[src/rtl/gradient_noise_3d_unit_macros.svh]
// Assertion macros for the gradient noise unit.
`ifndef GRADIENT_NOISE_3D_UNIT_MACROS_SVH
`define GRADIENT_NOISE_3D_UNIT_MACROS_SVH
`ifndef SYNTHESIS
`define GN_ASSERT(label, clk, rst_n, prop, msg) \
  label: assert property (@(posedge clk) disable iff (!rst_n) (prop)) else $error(msg);
`define GN_ASSERT_NORST(label, clk, prop, msg) \
  label: assert property (@(posedge clk) (prop)) else $error(msg);
`else
`define GN_ASSERT(label, clk, rst_n, prop, msg)
`define GN_ASSERT_NORST(label, clk, prop, msg)
`endif
`endif

[src/rtl/gn3d_blend.sv]
`timescale 1ns / 1ps
// One registered rounding multiply: a + round(t*(b-a) / 2^Fb).
module gn3d_blend #(
  parameter int unsigned Fb = 16,
  parameter int unsigned Vw = 20
) (
  input  logic                 clk_i,
  input  logic                 adv_i,
  input  logic signed [Fb+1:0] t_i,
  input  logic signed [Vw-1:0] a_i,
  input  logic signed [Vw-1:0] b_i,
  output logic signed [Vw-1:0] r_o
);
  localparam int unsigned Pw = Fb + Vw + 3;
  logic signed [Vw:0]   diff;
  logic signed [Pw-1:0] prod, rnd;
  logic signed [Vw-1:0] r_q;
  assign diff = Vw'(b_i) - Vw'(a_i) + (Vw+1)'(0);
  assign prod = Pw'(t_i) * Pw'(diff);
  assign rnd  = prod + (Pw'(1) <<< (Fb - 1));
  always_ff @(posedge clk_i) begin
    if (adv_i) begin
      r_q <= a_i + Vw'(rnd >>> Fb);
    end
  end
  assign r_o = r_q;
endmodule

[config.mk]
export PLATFORM = sky130hd
export DESIGN_NAME = gn3d_blend
export DESIGN_NICKNAME = d
export VERILOG_FILES = /design/src/rtl/gradient_noise_3d_unit_macros.svh /design/src/rtl/gn3d_blend.sv
export SDC_FILE = /design/constraint.sdc
export NUM_CORES = 1
export LEC_CHECK = 0
export BUFFER_PORTS_ARGS = -buffer_cell sky130_fd_sc_hd__buf_2
export CAP_MARGIN = 20
export CORE_MARGIN = 2
export CORE_UTILIZATION = 35
export CTS_BUF_LIST = sky130_fd_sc_hd__clkbuf_4 sky130_fd_sc_hd__clkbuf_8
export DETAILED_ROUTE_END_ITERATION = 7
export HOLD_SLACK_MARGIN = 0.12
export SETUP_SLACK_MARGIN = 0.02
export SLEW_MARGIN = 25
export SYNTH_ARGS = -nofsm -noshare
export SYNTH_HDL_FRONTEND = slang
export SYNTH_SLANG_ARGS = --single-unit
[constraint.sdc]
create_clock -name clk_i -period 11.3 [get_ports clk_i]
set_clock_uncertainty 0.05 [all_clocks]
set_input_delay 2.26 -clock clk_i [delete_from_list [all_inputs] [get_ports clk_i]]
set_output_delay 2.26 -clock clk_i [all_outputs]
set_load 0.02 [all_outputs]
==> impl_metrics.tcl <==
set metrics [dict create \
    status "finished, final reports clean" \
    layout-drive-gt1-share_pct 18.82 \
    slowest_stage "fa_1" \
    placementRows 76 \
    nNetsFinal 2428 \
    synth_top_area_cell "fa_1" \
    cts-root-buf "clkbuf_8" \
    cts_made_buffers 3 \
    wl_per_cell_um 15.48 \
    synthTopCellsByCount "inv_1, fa_1, nand2_1" \
    synth_area_um2 15090 \
    hpwlAfterDp_um 32780 \
    cpPeakStageDelay_ns 0.60 \
    fin_tns_setup_ns 0 \
    postRouteAntennaNets 0 \
    synth_cells 1675 \
    setup_viol 0 \
    min_path_type "primary input to register" \
    cts_tree "done" \
    clkSinkCount 20 \
    grt_usage_pct 17.86 \
    min_period_ns 11.16 \
    worst_pin_slew_ns 0.6946 \
    dr.pass1.iters 5 \
    clock_path_buffers 2 \
    clk_pin_slew_worst_paths_ns 0.09 \
    area_growth_pct 18.28 \
    ys_warn_count 0 \
    grt_max_degree 22 \
    dieArea_um2 44800 \
    grt_pass1_wl_um 63620 \
    gp_congestion 0.8444 \
    hold_slack_ns 2.364 \
    final_core_util_pct 41.72 \
    grt_pass1_vias 12710 \
    cap_violations 0 \
    hold_buffers 0 \
    start_kind "primary input" \
    synth_fp_nets 2221 \
    rsz0062_at_grt "true" \
    slew_headroom_pct 53.64 \
    io_buffer_count 79 \
    criticalPathCategory "primary input to register" \
    die_x_um 211.7 \
    synth_area_leaders "fa_1, ha_1, inv_1" \
    ys_types 57 \
    vias_per_cell 4.658 \
    cp.required_ns 11.30 \
    pin_count 80 \
    dieHeight_um 211.7 \
    diodes 0 \
    post-place-ws_ns -0.6277 \
    antenna_found_initial 0 \
    period_share_pct 98.76 \
    grt_overflow_total 0 \
    synthFlopType "edfxtp_1" \
    critPathLaunch "b_i[0]" \
    synth.top_cell.area_share_pct 47.22 \
    worstPathArrival_ns 11.16 \
    synth_seq_cells 20 \
    hold_viol_final 0 \
    worst_setup_path_end_kind "register" \
    cp_max_fo 5 \
    seq_area_frac_synth_pct 3.979 \
    setup_ws_ns 0.1404 \
    start_util_pct 35.27 \
    drc 0 \
    crit_path_end "r_o[19]" \
    synth_edf_count 20 \
    largest_register_ffs 20 \
    dr_total_vias 11310 \
    core_area_um2 42790 \
    drt-initial-drc-count 417 \
    slew_viol_final 0 \
    synth_most_common_cell "inv_1" \
    fillers 4263 \
    synth.avg_cell_area_um2 9.011 \
    htree_levels 1 \
    wirelength_um 37580 \
    max_clock_freq_mhz 89.61 \
    async_reset_ff_share_pct 0 \
]
==> critical path: cells and delay by family <==
kind                     cells  cell delay [ns]
AO/OA/AOI/OAI               19             3.16
XOR/XNOR                     4             0.82
adder cells (fa/ha/maj)     10             3.96
buffers and inverters        6             0.42
AND/OR/NAND/NOR              5             0.53
==> final cells by class <==
type | count | area (um^2) | area share, %
clock buffers | 3 | 41.29 | 0.2313
multi-input cells | 1160 | 13040 | 73.02
repair buffers | 258 | 1810 | 10.14
well taps | 546 | 683.2 | 3.827
clock inverters | 1 | 30.03 | 0.1682
inverters | 439 | 1652 | 9.251
flip-flops and latches | 20 | 600.6 | 3.364
==> cell families (layout without fill, tap and decap cells) <==
logic type	Yosys count	in the layout	synth area share [%]
compound gates	125	125	5.902
xor+xnor	59	59	3.606
fa+ha+maj	486	486	58.00
buf+inv	495	701	12.32
flops	20	20	3.979
simple gates	490	490	16.20
==> how the worst min path moves through the flow <==
stage                     slack [ns]  endpoint   start  depth (start not counted)
final                           2.36    r_o[0]  a_i[0]                          3
after global routing            2.36    r_o[0]  a_i[0]                          3
after CTS                       2.36    r_o[0]  a_i[0]                          3
after detailed placement        2.64    r_o[0]  a_i[0]                          3
after global placement          2.63    r_o[0]  a_i[0]                          3
after floorplan                 2.32    r_o[0]   adv_i                          0
==> layout by cell type, fill, tap and decap left out, drive strengths merged, types with 3 or more instances in the layout <==
cell type  netlist  routed
o22ai            3       3
o21a            12      12
a31oi            5       5
nand2          191     191
nor2b           29      29
clkbuf          56       3
nor3            12      12
inv            438     438
o31ai            3       3
nand2b          22      22
buf              0     258
nor2            51      51
nand3           10      10
xnor2           44      44
a21oi           35      35
and3             4       4
and2           157     157
fa             356     356
xor2            13      13
o2111ai          3       3
a21boi           3       3
ha             130     130
a211oi           6       6
a21o            14      14
o21ai           27      27
or2              6       6
edfxtp          20      20
==> stage by stage <==
step | cell area (um^2) | cells
finish | 17850 | 2427
floorplan | 15110 | 1675
global placement | 17310 | 2416
CTS | 17550 | 2425
detailed placement | 17310 | 2416
global route | 17850 | 2427
==> layer usage <==
metal  GRT usage (%)  share of wire (%)  routed length, um  vias to the layer above
met4           3.084                1.5                578                        0
met5               0                  0                  0                        -
met1           23.23                 44              16390                     5760
met3           1.928                3.2               1208                       36
met2           32.41                 52              19400                      187
li1                -                  -                  -                     5322
==> repair_timing <==
item | 4_1_cts | 5_1_grt
endpoints found under the hold margin | 0 | 0
resized for setup | 33 | 52
endpoints found under the setup margin | 3 | 8
setup buffers | 5 | 3
pin swaps | 24 | 37
Power is not shown: default switching activity piles up to over one toggle a cycle in this logic, so the estimate is an artifact.
